<file path="config.mk">
export PLATFORM = sky130hd
export DESIGN_NAME = eased_value_animator
export DESIGN_NICKNAME = d
export VERILOG_FILES = /design/src/eva_pkg.sv /design/src/eased_value_animator.sv /design/src/eva_mul.sv /design/src/eva_div.sv
export SDC_FILE = /design/constraint.sdc
export NUM_CORES = 2
export LEC_CHECK = 0
export BUFFER_PORTS_ARGS = -buffer_cell sky130_fd_sc_hd__buf_2
export CAP_MARGIN = 20
export CORE_MARGIN = 3
export CORE_UTILIZATION = 65
export DETAILED_ROUTE_END_ITERATION = 6
export PLACE_DENSITY = 0.85
export SYNTH_ARGS = -nofsm -noshare
export SYNTH_HDL_FRONTEND = slang
export SYNTH_HIERARCHICAL = 1
export SYNTH_SLANG_ARGS = --single-unit
</file>
<file path="constraint.sdc">
create_clock -name clk_i -period 10.4 [get_ports clk_i]
set_clock_uncertainty 0.2 [all_clocks]
set_input_delay 1.56 -clock clk_i [delete_from_list [all_inputs] [get_ports clk_i]]
set_output_delay 1.56 -clock clk_i [all_outputs]
set_load 0.01 [all_outputs]
</file>
<file path="src/eva_pkg.sv">
`timescale 1ns / 1ps
// ----------------------------------------------------------------------------
// eva_pkg
// Shared codes, constants and helpers of the eased value animator.
// ----------------------------------------------------------------------------
package eva_pkg;

  localparam int FRACTION_BITS_DEF = 16;
  localparam int CFG_IDX_W         = 2;
  localparam int CFG_DATA_W        = 16;

  localparam logic [15:0] SPRING_DEFAULT = 16'd768;
  localparam logic [15:0] REMAIN_MAX     = 16'hFFFF;

  // request kinds
  localparam logic [2:0] KIND_TICK   = 3'd0;
  localparam logic [2:0] KIND_SET    = 3'd1;
  localparam logic [2:0] KIND_SHIFT  = 3'd2;
  localparam logic [2:0] KIND_ADJUST = 3'd3;
  localparam logic [2:0] KIND_PAUSE  = 3'd4;
  localparam logic [2:0] KIND_RESUME = 3'd5;

  // curve styles
  localparam logic [2:0] STYLE_LINEAR   = 3'd0;
  localparam logic [2:0] STYLE_IN       = 3'd1;
  localparam logic [2:0] STYLE_OUT      = 3'd2;
  localparam logic [2:0] STYLE_BOTH     = 3'd3;
  localparam logic [2:0] STYLE_BOUNCE   = 3'd4;
  localparam logic [2:0] STYLE_FBOUNCE  = 3'd5;

  // configuration register indexes
  localparam logic [CFG_IDX_W-1:0] CFG_STYLE  = 2'd0;
  localparam logic [CFG_IDX_W-1:0] CFG_SPRING = 2'd1;

  function automatic logic [31:0] sat32(input logic signed [63:0] v);
    if (v > 64'sd2147483647) begin
      return 32'h7FFF_FFFF;
    end else if (v < -64'sd2147483648) begin
      return 32'h8000_0000;
    end else begin
      return v[31:0];
    end
  endfunction

endpackage

</file>
<file path="src/eased_value_animator.sv">
`timescale 1ns / 1ps
// ----------------------------------------------------------------------------
// eased_value_animator
// Animated Q16.16 value easing from start to target over a span of ticks.
//
//   channel | dir | handshake              | payload
//   --------+-----+------------------------+---------------------------------
//   in      | in  | in_valid_i/in_ready_o  | kind, operand, span, delay
//   out     | out | out_valid_o/out_ready_i| current value, done, remaining
//   cfg     | in  | cfg_valid_i/cfg_ready_o| register index, write data
//
// One request at a time; in_ready_o is high only while the sequencer idles.
// Jump sets and requests that land at or past the end go from setup straight
// to the finish state. Quadratic curves use the serial divider forming t
// (NW = max(F+32, 49)) and the serial multiplier; linear skips the ease
// multiply and a clamped t skips the divide.
// Bounce style 4 adds two more divisions and the region step.
// A finished result waits in the output register; the next request is taken
// meanwhile and only its final write waits for the slot to drain.
// Reset is asynchronous, active low; no clearing pass is needed.
// ----------------------------------------------------------------------------
module eased_value_animator #(
  parameter int FRACTION_BITS = eva_pkg::FRACTION_BITS_DEF
) (
  input  logic                          clk_i,
  input  logic                          rst_ni,
  input  logic                          in_valid_i,
  output logic                          in_ready_o,
  input  logic [2:0]                    kind_i,
  input  logic signed [31:0]            operand_value_i,
  input  logic [15:0]                   span_ticks_i,
  input  logic [15:0]                   delay_ticks_i,
  output logic                          out_valid_o,
  input  logic                          out_ready_i,
  output logic signed [31:0]            current_value_o,
  output logic                          done_res_o,
  output logic [15:0]                   remaining_ticks_o,
  input  logic                          cfg_valid_i,
  output logic                          cfg_ready_o,
  input  logic [eva_pkg::CFG_IDX_W-1:0] cfg_index_i,
  input  logic [eva_pkg::CFG_DATA_W-1:0] cfg_data_i
);

  import eva_pkg::*;

  localparam int F    = FRACTION_BITS;
  localparam int NW   = (F + 32 > 49) ? F + 32 : 49;  // divider dividend width
  localparam int DENW = 33;
  localparam int VW   = NW + 2;                       // delta / bounce terms
  localparam int RW   = VW + 4;                       // result accumulation
  localparam int TW   = F + 1;                        // t and curve factor
  localparam int BW   = F + 2;                        // multiplier B operand
  localparam int PW   = VW + BW;

  localparam logic [TW-1:0] ONE_T  = TW'(1) << F;
  localparam logic [TW-1:0] HALF_T = TW'(1) << (F - 1);
  localparam logic [BW-1:0] ONE_B  = BW'(1) << F;
  localparam logic [BW-1:0] TWO_B  = BW'(1) << (F + 1);
  localparam logic [BW-1:0] THR_B  = ONE_B + TWO_B;

  typedef enum logic [3:0] {
    S_IDLE, S_APPLY, S_SETUP, S_TDIV, S_CURVE, S_BDIV1, S_BDIV2, S_REGION,
    S_EASE, S_EASE_W, S_SCALE, S_SCALE_W, S_FINISH
  } state_e;

  typedef enum logic [1:0] {CV_LIN, CV_IN, CV_OUT, CV_BOTH} curve_e;

  state_e state_q;

  // configuration
  logic [2:0]  style_q;
  logic [15:0] spring_q;

  // animation state
  logic [31:0] start_q, target_q, frame_q, set_q, end_q, paused_at_q;
  logic [15:0] delay_q;
  logic        paused_q;

  // captured request
  logic [2:0]  kind_q;
  logic [31:0] opv_q;
  logic [15:0] span_in_q, dly_in_q;

  // working registers
  logic signed [32:0]   delta_q;
  logic [TW-1:0]        t_q, u_q, f_q;
  logic signed [VW-1:0] b1_q, b2_q, x_q;
  logic signed [RW-1:0] base_q, res_q;
  logic                 neg_q, half_q, addh_q;
  curve_e               cv_q;
  logic [31:0]          sq_q;

  // shared units
  logic                 mul_start_q, mul_done;
  logic signed [VW-1:0] mul_a_q;
  logic [BW-1:0]        mul_b_q;
  logic signed [PW-1:0] mul_p;
  logic                 div_start_q, div_done;
  logic [NW-1:0]        div_num_q, div_quo;
  logic [DENW-1:0]      div_den_q;

  // output register
  logic                 out_valid_q, out_done_q;
  logic [31:0]          out_value_q;
  logic [15:0]          out_rem_q;

  eva_mul #(.AW(VW), .BW(BW)) u_mul (
    .clk_i, .rst_ni,
    .start_i(mul_start_q), .a_i(mul_a_q), .b_i(mul_b_q),
    .done_o(mul_done), .p_o(mul_p)
  );

  eva_div #(.NW(NW), .DW(DENW)) u_div (
    .clk_i, .rst_ni,
    .start_i(div_start_q), .num_i(div_num_q), .den_i(div_den_q),
    .done_o(div_done), .quo_o(div_quo)
  );

  // time bookkeeping
  logic [31:0]          now_w, span32_w, to_end_w, since_w, rem_w, fr_end_w;
  logic                 reach_w;
  logic signed [33:0]   spanm_w, el_w;
  logic [32:0]          dmag_w;
  logic [15:0]          spring_w;
  logic [TW+0:0]        t3_w;
  logic signed [VW-1:0] pd_w, sp_w, b12_w;
  logic signed [RW-1:0] s0_r, tg_r, sc_r;
  logic [BW-1:0]        u_b, u2_b;
  logic signed [32:0]   sh_start_w, sh_target_w;

  assign now_w    = paused_q ? paused_at_q : frame_q;
  assign span32_w = end_q - set_q;
  assign to_end_w = now_w - end_q;
  assign reach_w  = ~to_end_w[31];
  assign since_w  = now_w - set_q;
  assign rem_w    = end_q - now_w;
  assign fr_end_w = frame_q - end_q;
  assign spanm_w  = $signed({{2{span32_w[31]}}, span32_w}) - $signed({18'd0, delay_q});
  assign el_w     = $signed({{2{since_w[31]}}, since_w}) - $signed({18'd0, delay_q});
  assign dmag_w   = delta_q[32] ? 33'(-delta_q) : 33'(delta_q);
  assign spring_w = (spring_q == 16'd0) ? SPRING_DEFAULT : spring_q;
  assign t3_w     = {1'b0, t_q} + {t_q, 1'b0};
  assign pd_w     = VW'(delta_q) + b1_q;
  assign b12_w    = b1_q + b2_q;
  assign sp_w     = $signed(VW'(spring_w) << (F - 8));
  assign s0_r     = RW'($signed(start_q));
  assign tg_r     = RW'($signed(target_q));
  assign sc_r     = RW'(mul_p >>> F);
  assign u_b      = BW'(u_q);
  assign u2_b     = u_b << 1;
  assign sh_start_w  = $signed({start_q[31], start_q}) + $signed({opv_q[31], opv_q});
  assign sh_target_w = $signed({target_q[31], target_q}) + $signed({opv_q[31], opv_q});

  always_ff @(posedge clk_i or negedge rst_ni) begin
    if (!rst_ni) begin
      state_q     <= S_IDLE;
      style_q     <= STYLE_LINEAR;
      spring_q    <= SPRING_DEFAULT;
      start_q     <= '0;
      target_q    <= '0;
      frame_q     <= '0;
      set_q       <= '0;
      end_q       <= '0;
      paused_at_q <= '0;
      delay_q     <= '0;
      paused_q    <= 1'b0;
      kind_q      <= KIND_TICK;
      opv_q       <= '0;
      span_in_q   <= '0;
      dly_in_q    <= '0;
      delta_q     <= '0;
      t_q         <= '0;
      u_q         <= '0;
      f_q         <= '0;
      b1_q        <= '0;
      b2_q        <= '0;
      x_q         <= '0;
      base_q      <= '0;
      res_q       <= '0;
      neg_q       <= 1'b0;
      half_q      <= 1'b0;
      addh_q      <= 1'b0;
      cv_q        <= CV_LIN;
      sq_q        <= '0;
      mul_start_q <= 1'b0;
      mul_a_q     <= '0;
      mul_b_q     <= '0;
      div_start_q <= 1'b0;
      div_num_q   <= '0;
      div_den_q   <= '0;
      out_valid_q <= 1'b0;
      out_done_q  <= 1'b0;
      out_value_q <= '0;
      out_rem_q   <= '0;
    end else begin
      mul_start_q <= 1'b0;
      div_start_q <= 1'b0;

      if (cfg_valid_i) begin
        if (cfg_index_i == CFG_STYLE) begin
          style_q <= cfg_data_i[2:0];
        end else if (cfg_index_i == CFG_SPRING) begin
          spring_q <= cfg_data_i;
        end
      end

      if (out_valid_q && out_ready_i) begin
        out_valid_q <= 1'b0;
      end

      unique case (state_q)
        S_IDLE: begin
          if (in_valid_i) begin
            kind_q    <= kind_i;
            opv_q     <= operand_value_i;
            span_in_q <= span_ticks_i;
            dly_in_q  <= delay_ticks_i;
            state_q   <= S_APPLY;
          end
        end

        S_APPLY: begin
          // set and resume both leave the paused state first
          if ((kind_q == KIND_SET || kind_q == KIND_RESUME) && paused_q) begin
            paused_q <= 1'b0;
            set_q    <= set_q + (frame_q - paused_at_q);
            end_q    <= end_q + (frame_q - paused_at_q);
          end
          if (kind_q == KIND_TICK) begin
            frame_q <= frame_q + 32'd1;
          end
          if (kind_q == KIND_SHIFT) begin
            start_q  <= sat32(64'(sh_start_w));
            target_q <= sat32(64'(sh_target_w));
          end
          if (kind_q == KIND_ADJUST) begin
            target_q <= opv_q;
          end
          if (kind_q == KIND_PAUSE && !paused_q && fr_end_w[31]) begin
            paused_at_q <= frame_q;
            paused_q    <= 1'b1;
          end
          state_q <= S_SETUP;
        end

        S_SETUP: begin
          delta_q <= $signed({target_q[31], target_q}) - $signed({start_q[31], start_q});
          if (kind_q == KIND_SET && span_in_q == 16'd0) begin
            state_q <= S_FINISH;
          end else if (reach_w || span32_w[31] || span32_w == 32'd0) begin
            res_q   <= tg_r;
            state_q <= S_FINISH;
          end else if (spanm_w <= 34'sd0 || el_w <= 34'sd0) begin
            t_q     <= '0;
            state_q <= S_CURVE;
          end else if (el_w >= spanm_w) begin
            t_q     <= ONE_T;
            state_q <= S_CURVE;
          end else begin
            div_num_q   <= NW'(el_w[30:0]) << F;
            div_den_q   <= spanm_w[DENW-1:0];
            div_start_q <= 1'b1;
            state_q     <= S_TDIV;
          end
        end

        S_TDIV: begin
          if (div_done) begin
            t_q     <= TW'(div_quo);
            state_q <= S_CURVE;
          end
        end

        S_CURVE: begin
          base_q <= s0_r;
          x_q    <= VW'(delta_q);
          neg_q  <= 1'b0;
          u_q    <= t_q;
          state_q <= S_EASE;
          unique case (style_q)
            STYLE_IN:   cv_q <= CV_IN;
            STYLE_OUT:  cv_q <= CV_OUT;
            STYLE_BOTH: cv_q <= CV_BOTH;
            STYLE_BOUNCE: begin
              // overshoot delta/spring, undershoot delta/spring^2
              sq_q        <= 32'(spring_w) * 32'(spring_w);
              div_num_q   <= NW'(dmag_w) << 8;
              div_den_q   <= DENW'(spring_w);
              div_start_q <= 1'b1;
              state_q     <= S_BDIV1;
            end
            STYLE_FBOUNCE: begin
              b1_q    <= delta_q[32] ? -sp_w : sp_w;
              b2_q    <= delta_q[32] ? -(sp_w >>> 1) : (sp_w >>> 1);
              state_q <= S_REGION;
            end
            default: cv_q <= CV_LIN;
          endcase
        end

        S_BDIV1: begin
          if (div_done) begin
            b1_q        <= delta_q[32] ? -$signed(VW'(div_quo)) : $signed(VW'(div_quo));
            div_num_q   <= NW'(dmag_w) << 16;
            div_den_q   <= {1'b0, sq_q};
            div_start_q <= 1'b1;
            state_q     <= S_BDIV2;
          end
        end

        S_BDIV2: begin
          if (div_done) begin
            b2_q    <= delta_q[32] ? -$signed(VW'(div_quo)) : $signed(VW'(div_quo));
            state_q <= S_REGION;
          end
        end

        S_REGION: begin
          // thirds: rise to overshoot, fall to undershoot, settle on target
          priority if (t3_w < (TW + 1)'(ONE_T)) begin
            base_q <= s0_r;
            x_q    <= pd_w;
            neg_q  <= 1'b0;
            cv_q   <= CV_OUT;
            u_q    <= TW'(t3_w);
          end else if (t3_w < ((TW + 1)'(ONE_T) << 1)) begin
            base_q <= s0_r + RW'(pd_w);
            x_q    <= b12_w;
            neg_q  <= 1'b1;
            cv_q   <= CV_BOTH;
            u_q    <= TW'(t3_w - (TW + 1)'(ONE_T));
          end else begin
            base_q <= tg_r - RW'(b2_q);
            x_q    <= b2_q;
            neg_q  <= 1'b0;
            cv_q   <= CV_BOTH;
            u_q    <= TW'(t3_w - ((TW + 1)'(ONE_T) << 1));
          end
          state_q <= S_EASE;
        end

        S_EASE: begin
          half_q <= 1'b0;
          addh_q <= 1'b0;
          mul_a_q <= VW'(u_b);
          mul_b_q <= u_b;
          mul_start_q <= (cv_q != CV_LIN);
          state_q <= (cv_q == CV_LIN) ? S_SCALE : S_EASE_W;
          if (cv_q == CV_LIN) begin
            f_q <= u_q;
          end
          unique case (cv_q)
            CV_OUT: mul_b_q <= TWO_B - u_b;
            CV_BOTH: begin
              half_q <= 1'b1;
              if (u_q < HALF_T) begin
                mul_a_q <= VW'(u2_b);
                mul_b_q <= u2_b;
              end else begin
                mul_a_q <= VW'(u2_b - ONE_B);
                mul_b_q <= THR_B - u2_b;
                addh_q  <= 1'b1;
              end
            end
            default: ;
          endcase
        end

        S_EASE_W: begin
          if (mul_done) begin
            f_q <= (half_q ? TW'(mul_p >> (F + 1)) : TW'(mul_p >> F))
                   + (addh_q ? HALF_T : TW'(0));
            state_q <= S_SCALE;
          end
        end

        S_SCALE: begin
          mul_a_q     <= x_q;
          mul_b_q     <= BW'(f_q);
          mul_start_q <= 1'b1;
          state_q     <= S_SCALE_W;
        end

        S_SCALE_W: begin
          if (mul_done) begin
            res_q   <= neg_q ? base_q - sc_r : base_q + sc_r;
            state_q <= S_FINISH;
          end
        end

        S_FINISH: begin
          if (!out_valid_q || out_ready_i) begin
            out_valid_q <= 1'b1;
            if (kind_q == KIND_SET) begin
              delay_q <= dly_in_q;
              set_q   <= frame_q;
              if (span_in_q == 16'd0) begin
                start_q     <= opv_q;
                target_q    <= opv_q;
                end_q       <= frame_q;
                out_value_q <= opv_q;
                out_done_q  <= 1'b1;
                out_rem_q   <= '0;
              end else begin
                start_q     <= sat32(64'(res_q));
                target_q    <= opv_q;
                end_q       <= frame_q + 32'(span_in_q);
                out_value_q <= sat32(64'(res_q));
                out_done_q  <= 1'b0;
                out_rem_q   <= span_in_q;
              end
            end else begin
              out_value_q <= sat32(64'(res_q));
              out_done_q  <= reach_w;
              if (reach_w) begin
                out_rem_q <= '0;
              end else if (rem_w > 32'(REMAIN_MAX)) begin
                out_rem_q <= REMAIN_MAX;
              end else begin
                out_rem_q <= rem_w[15:0];
              end
            end
            state_q <= S_IDLE;
          end
        end

        default: state_q <= S_IDLE;
      endcase
    end
  end

  assign in_ready_o        = (state_q == S_IDLE);
  assign cfg_ready_o       = 1'b1;
  assign out_valid_o       = out_valid_q;
  assign current_value_o   = $signed(out_value_q);
  assign done_res_o        = out_done_q;
  assign remaining_ticks_o = out_rem_q;

  // a finished result never claims ticks left
  a_done_no_rem: assert property (@(posedge clk_i) disable iff (!rst_ni)
    out_valid_o && done_res_o |-> remaining_ticks_o == 16'd0)
    else $error("done result with remaining ticks");

  // the divider is never started on a zero divisor
  a_div_den: assert property (@(posedge clk_i) disable iff (!rst_ni)
    div_start_q |-> div_den_q != '0)
    else $error("divide by zero");

  // t is a clamped fraction
  a_t_range: assert property (@(posedge clk_i) disable iff (!rst_ni)
    state_q == S_CURVE |-> t_q <= ONE_T)
    else $error("t above one");

  // shaped curve factor stays within 0..1
  a_f_range: assert property (@(posedge clk_i) disable iff (!rst_ni)
    state_q == S_SCALE |-> f_q <= ONE_T)
    else $error("curve factor above one");

  // the shared multiplier finishes only while its result is awaited
  a_mul_owner: assert property (@(posedge clk_i) disable iff (!rst_ni)
    mul_done |-> state_q == S_EASE_W || state_q == S_SCALE_W)
    else $error("stray multiplier result");

endmodule

</file>
<file path="src/eva_mul.sv">
`timescale 1ns / 1ps
// ----------------------------------------------------------------------------
// eva_mul
// Shift-add multiplier: signed A times unsigned B, one bit of B per cycle.
// ----------------------------------------------------------------------------
module eva_mul #(
  parameter int AW = 52,
  parameter int BW = 18
) (
  input  logic                 clk_i,
  input  logic                 rst_ni,
  input  logic                 start_i,
  input  logic signed [AW-1:0] a_i,
  input  logic [BW-1:0]        b_i,
  output logic                 done_o,
  output logic signed [AW+BW-1:0] p_o
);

  localparam int PW = AW + BW;
  localparam int CW = $clog2(BW + 1);

  logic signed [PW-1:0] acc_q, sh_q;
  logic [BW-1:0]        b_q;
  logic [CW-1:0]        cnt_q;
  logic                 busy_q, done_q;

  always_ff @(posedge clk_i or negedge rst_ni) begin
    if (!rst_ni) begin
      acc_q  <= '0;
      sh_q   <= '0;
      b_q    <= '0;
      cnt_q  <= '0;
      busy_q <= 1'b0;
      done_q <= 1'b0;
    end else if (start_i) begin
      acc_q  <= '0;
      sh_q   <= PW'(a_i);
      b_q    <= b_i;
      cnt_q  <= CW'(BW);
      busy_q <= 1'b1;
      done_q <= 1'b0;
    end else if (busy_q) begin
      if (b_q[0]) begin
        acc_q <= acc_q + sh_q;
      end
      sh_q  <= sh_q <<< 1;
      b_q   <= b_q >> 1;
      cnt_q <= cnt_q - CW'(1);
      if (cnt_q == CW'(1)) begin
        busy_q <= 1'b0;
        done_q <= 1'b1;
      end
    end else begin
      done_q <= 1'b0;
    end
  end

  assign done_o = done_q;
  assign p_o    = acc_q;

endmodule

</file>
<file path="src/eva_div.sv">
`timescale 1ns / 1ps
// ----------------------------------------------------------------------------
// eva_div
// Restoring unsigned divider, one quotient bit per cycle.
// ----------------------------------------------------------------------------
module eva_div #(
  parameter int NW = 50,
  parameter int DW = 33
) (
  input  logic          clk_i,
  input  logic          rst_ni,
  input  logic          start_i,
  input  logic [NW-1:0] num_i,
  input  logic [DW-1:0] den_i,
  output logic          done_o,
  output logic [NW-1:0] quo_o
);

  localparam int CW = $clog2(NW + 1);

  logic [DW-1:0] rem_q, den_q;
  logic [NW-1:0] quo_q;
  logic [CW-1:0] cnt_q;
  logic          busy_q, done_q;
  logic [DW:0]   trial;
  logic          ge;

  assign trial = {rem_q, quo_q[NW-1]};
  assign ge    = trial >= {1'b0, den_q};

  always_ff @(posedge clk_i or negedge rst_ni) begin
    if (!rst_ni) begin
      rem_q  <= '0;
      den_q  <= '0;
      quo_q  <= '0;
      cnt_q  <= '0;
      busy_q <= 1'b0;
      done_q <= 1'b0;
    end else if (start_i) begin
      rem_q  <= '0;
      den_q  <= den_i;
      quo_q  <= num_i;
      cnt_q  <= CW'(NW);
      busy_q <= 1'b1;
      done_q <= 1'b0;
    end else if (busy_q) begin
      rem_q <= ge ? DW'(trial - {1'b0, den_q}) : DW'(trial);
      quo_q <= {quo_q[NW-2:0], ge};
      cnt_q <= cnt_q - CW'(1);
      if (cnt_q == CW'(1)) begin
        busy_q <= 1'b0;
        done_q <= 1'b1;
      end
    end else begin
      done_q <= 1'b0;
    end
  end

  assign done_o = done_q;
  assign quo_o  = quo_q;

endmodule

</file>
==> metrics.csv <==
stage,metric,value,unit
clock_network,cts_resized,0,
clock_network,clk_pin_slew,0.06,ns
setup_path,cp_num_buf_inv,2,
detailed_routing,wl,357.0,mm
logic_synthesis,synth_cell_types,117,
setup_path,crit_family,compound AO/OA/AOI/OAI gates,
detailed_routing,drt_pre_antenna_iters,6,
logic_synthesis,synth_area_leader_cell,dfrtp_1,
placed_design,placed_cells,13860,
final_layout,regArea,29050,um^2
clock_network,cts.sinks,1160,
placed_design,placed_area,103500,um^2
logic_synthesis,ys_top_cells_by_area,"dfrtp_1 (29%), ha_1 (11%), o21ai_0 (5.4%)",
detailed_routing,ant_nets,0,
setup_path,crit_path_start_kind,flop,
logic_synthesis,synth_area,101100,um^2
setup_path,worst_path_max_delay_cell,dfrtp_2,
detailed_routing,vias_per_cell,6.740,
timing,finalSetupTns,0,ns
placed_design,place_hpwl,273.5,mm
global_routing,grtUsageTotal,0.4330,
timing,slew_headroom,0.1525,
global_routing,grt_pass1_wl,545.5,mm
placed_design,pre_cts_ws,1.316,ns
logic_synthesis,ys_ff_latch,1160,
logic_synthesis,synthArstFlopShare,1.000,
final_layout,fillCellCount,12034,
clock_network,holdBufCountCts,0,
logic_synthesis,avgSynthCellArea,8.340,um^2
logic_synthesis,ys_seq_area_frac,0.2870,
setup_path,cp.arrival,9.70,ns
detailed_routing,drc,0,
setup_path,reg2reg_depth,33,
global_routing,grt_pass1_vias,92268,
clock_network,clk_path_buf_depth,3,
final_layout,multiInputGateArea,67420,um^2
floorplan,die_area,160400,um^2
floorplan,die_h,400.5,um
floorplan,io_pins,142,
final_layout,fin_area,108600,um^2
final_layout,fin_cells,14117,
timing,period_share,0.8888,
floorplan,die_w,400.5,um
setup_path,cp_max_fo,38,
final_layout,area_delta_synth_final,7.384,%
setup_path,max_stage_delay,0.90,ns
detailed_routing,drt_iter0_markers,10624,
final_layout,layout-drive-gt1-share,0.07134,
worst_hold_path,hold_path_class,reg -> reg,
setup_path,critPathLaunch,paused_q$_DFFE_PN0P_,
timing,finalCriticalPeriod,9.243,ns
setup_path,cp-end-kind,flop,
setup_path,worst-path-stages,33,
logic_synthesis,synth_edf_count,0,
global_routing,grt_max_degree,180,
timing,finalMaxSlewViolations,0,
run,maxCapViolations,0,
setup_path,r2r-end,div_den_q[24]$_DFFE_PN0P_,
logic_synthesis,synth_common_cells,"nand2_1 (1321), dfrtp_1 (1158), o21ai_0 (1091)",
setup_path,cp.required,10.86,ns
detailed_routing,wl_per_cell,25.29,um
global_routing,grt_antenna_before_repair,9,
outcome,status,completed,
clock_network,clk_latency,0.80,ns
clock_network,cts_buffers,135,
timing,hold_viol_final,0,
timing,fmax,0.1082,GHz
floorplan,core_area,154400,um^2
clock_network,postCtsSetupBuffers,0,
clock_network,htree_levels,4,
logic_synthesis,yosysWarnings,6,
timing,tightestPinTransition,1.236,ns
floorplan,core.rowCount,144,
detailed_routing,num_vias,95144,
placed_design,routabilityCongestion,1.041,
global_routing,grt_remaining_overflow,0,
setup_path,reg2reg_from,paused_q$_DFFE_PN0P_,
final_layout,final_nets,13138,
logic_synthesis,synth_ff_type,dfrtp_1,
setup_path,setup.worst_path.end,div_den_q[24]$_DFFE_PN0P_,
setup_path,timing.critical_path.mode_cell,a21oi_1,
logic_synthesis,yosys.cell_count.top_type,nand2_1,
timing,timing.final.ws_setup,1.157,ns
clock_network,cts-root-buf,clkbuf_16,
placed_design,port_buffers,140,
setup_path,crit_type,reg -> reg,
floorplan,start_util,0.6550,
logic_synthesis,syn_inst,12127,
clock_network,cts_tree,built,
timing,rsz0062_at_grt,no,
setup_path,reg2reg_slack,1.16,ns
logic_synthesis,synth_top_area_share,0.2865,
timing,finalSetupViolations,0,
stage by stage:
stage,hold WS [ns],utilization
after floorplan,0.2391,-
after global placement,0.2531,0.6701
after detailed placement,0.2561,0.6704
after CTS,0.2633,0.7027
after global routing,0.2922,0.7033
final,0.2666,0.7034
how the worst min path moves through the flow:
stage / startpoint / end / cells after the start
after floorplan: mul_a_q[18]$_DFFE_PN0N_ / mul_a_q[18]$_DFFE_PN0N_ / 2
after global placement: mul_a_q[44]$_DFFE_PN0N_ / mul_a_q[44]$_DFFE_PN0N_ / 2
after detailed placement: mul_a_q[26]$_DFFE_PN0N_ / mul_a_q[26]$_DFFE_PN0N_ / 2
after CTS: mul_b_q[15]$_DFFE_PN0N_ / u_mul/b_q[15]$_DFFE_PN0P_ / 2
after global routing: mul_a_q[29]$_DFFE_PN0N_ / mul_a_q[29]$_DFFE_PN0N_ / 2
final: mul_a_q[29]$_DFFE_PN0N_ / mul_a_q[29]$_DFFE_PN0N_ / 2
registers in the layout, summed over array words and instances, names as in the netlist, 31 cells and up:
name and flops:
start_q 32, div_num_q 41, res_q 55, u_div/rem_q 33
u_mul/p_o 69, u_div/quo_o 49, opv_q 32, x_q 51
div_den_q 33, frame_q 32, mul_a_q 51, delta_q 33
sq_q 31, u_div/den_q 33, b2_q 51, u_mul/sh_q 69
b1_q 51, target_q 32, end_q 32, current_value_o 32
set_q 32, base_q 52, paused_at_q 32
worst register-to-register path: cells and delay by family, from the launching register on:
family	cells	cell delay (ns)
AOI/OAI and AO/OA	16	3.41
and+or+nand+nor	8	1.93
adders and majority gates	3	1.02
DFF	1	0.90
muxes	2	0.76
buffers and inverters	2	0.47
xor gates and xnor gates	2	0.44
kinds of logic after synthesis:
group / synth area share
fa+ha+maj: 0.1484
compound gates: 0.2355
flops: 0.2870
simple gates: 0.1617
buf+inv: 0.04905
other cells: 0.00007425
mux: 0.04629
xor+xnor: 0.07204
area by class of cell:
class                   count  area share
flip-flops and latches   1160      0.2675
inverters                 708     0.02447
multi-input cells        9678      0.6208
clock buffers             177     0.03487
diodes                      4  0.00009216
clock inverters            70     0.01099
repair buffers            276     0.01773
well taps                2044     0.02355
layout by cell type (no fill, tap or decap), types with 136 or more instances in the layout:
cell type and count:
ha_1 905, nor2_1 836, o21ai_0 1090, buf_2 139, a21o_1 371, nand3_1 267, mux2_2 162, nor3_1 162
dfrtp_1 1150, xor2_1 336, clkbuf_16 136, a21oi_1 1068, fa_1 184, nand2_1 1316, xnor2_1 494, mux2i_1 218
inv_1 708, a211oi_1 152
metal layers:
metal / up-vias / GRT usage / wire (um)
met5: - / 0 / 12
met4: 2 / 0.3358 / 33260
met3: 1384 / 0.08107 / 29340
met2: 4950 / 0.6894 / 160900
met1: 45757 / 0.5200 / 133400
li1: 43051 / - / -
Power is not shown: default switching activity piles up to over one toggle a cycle in this logic, so the estimate is an artifact.
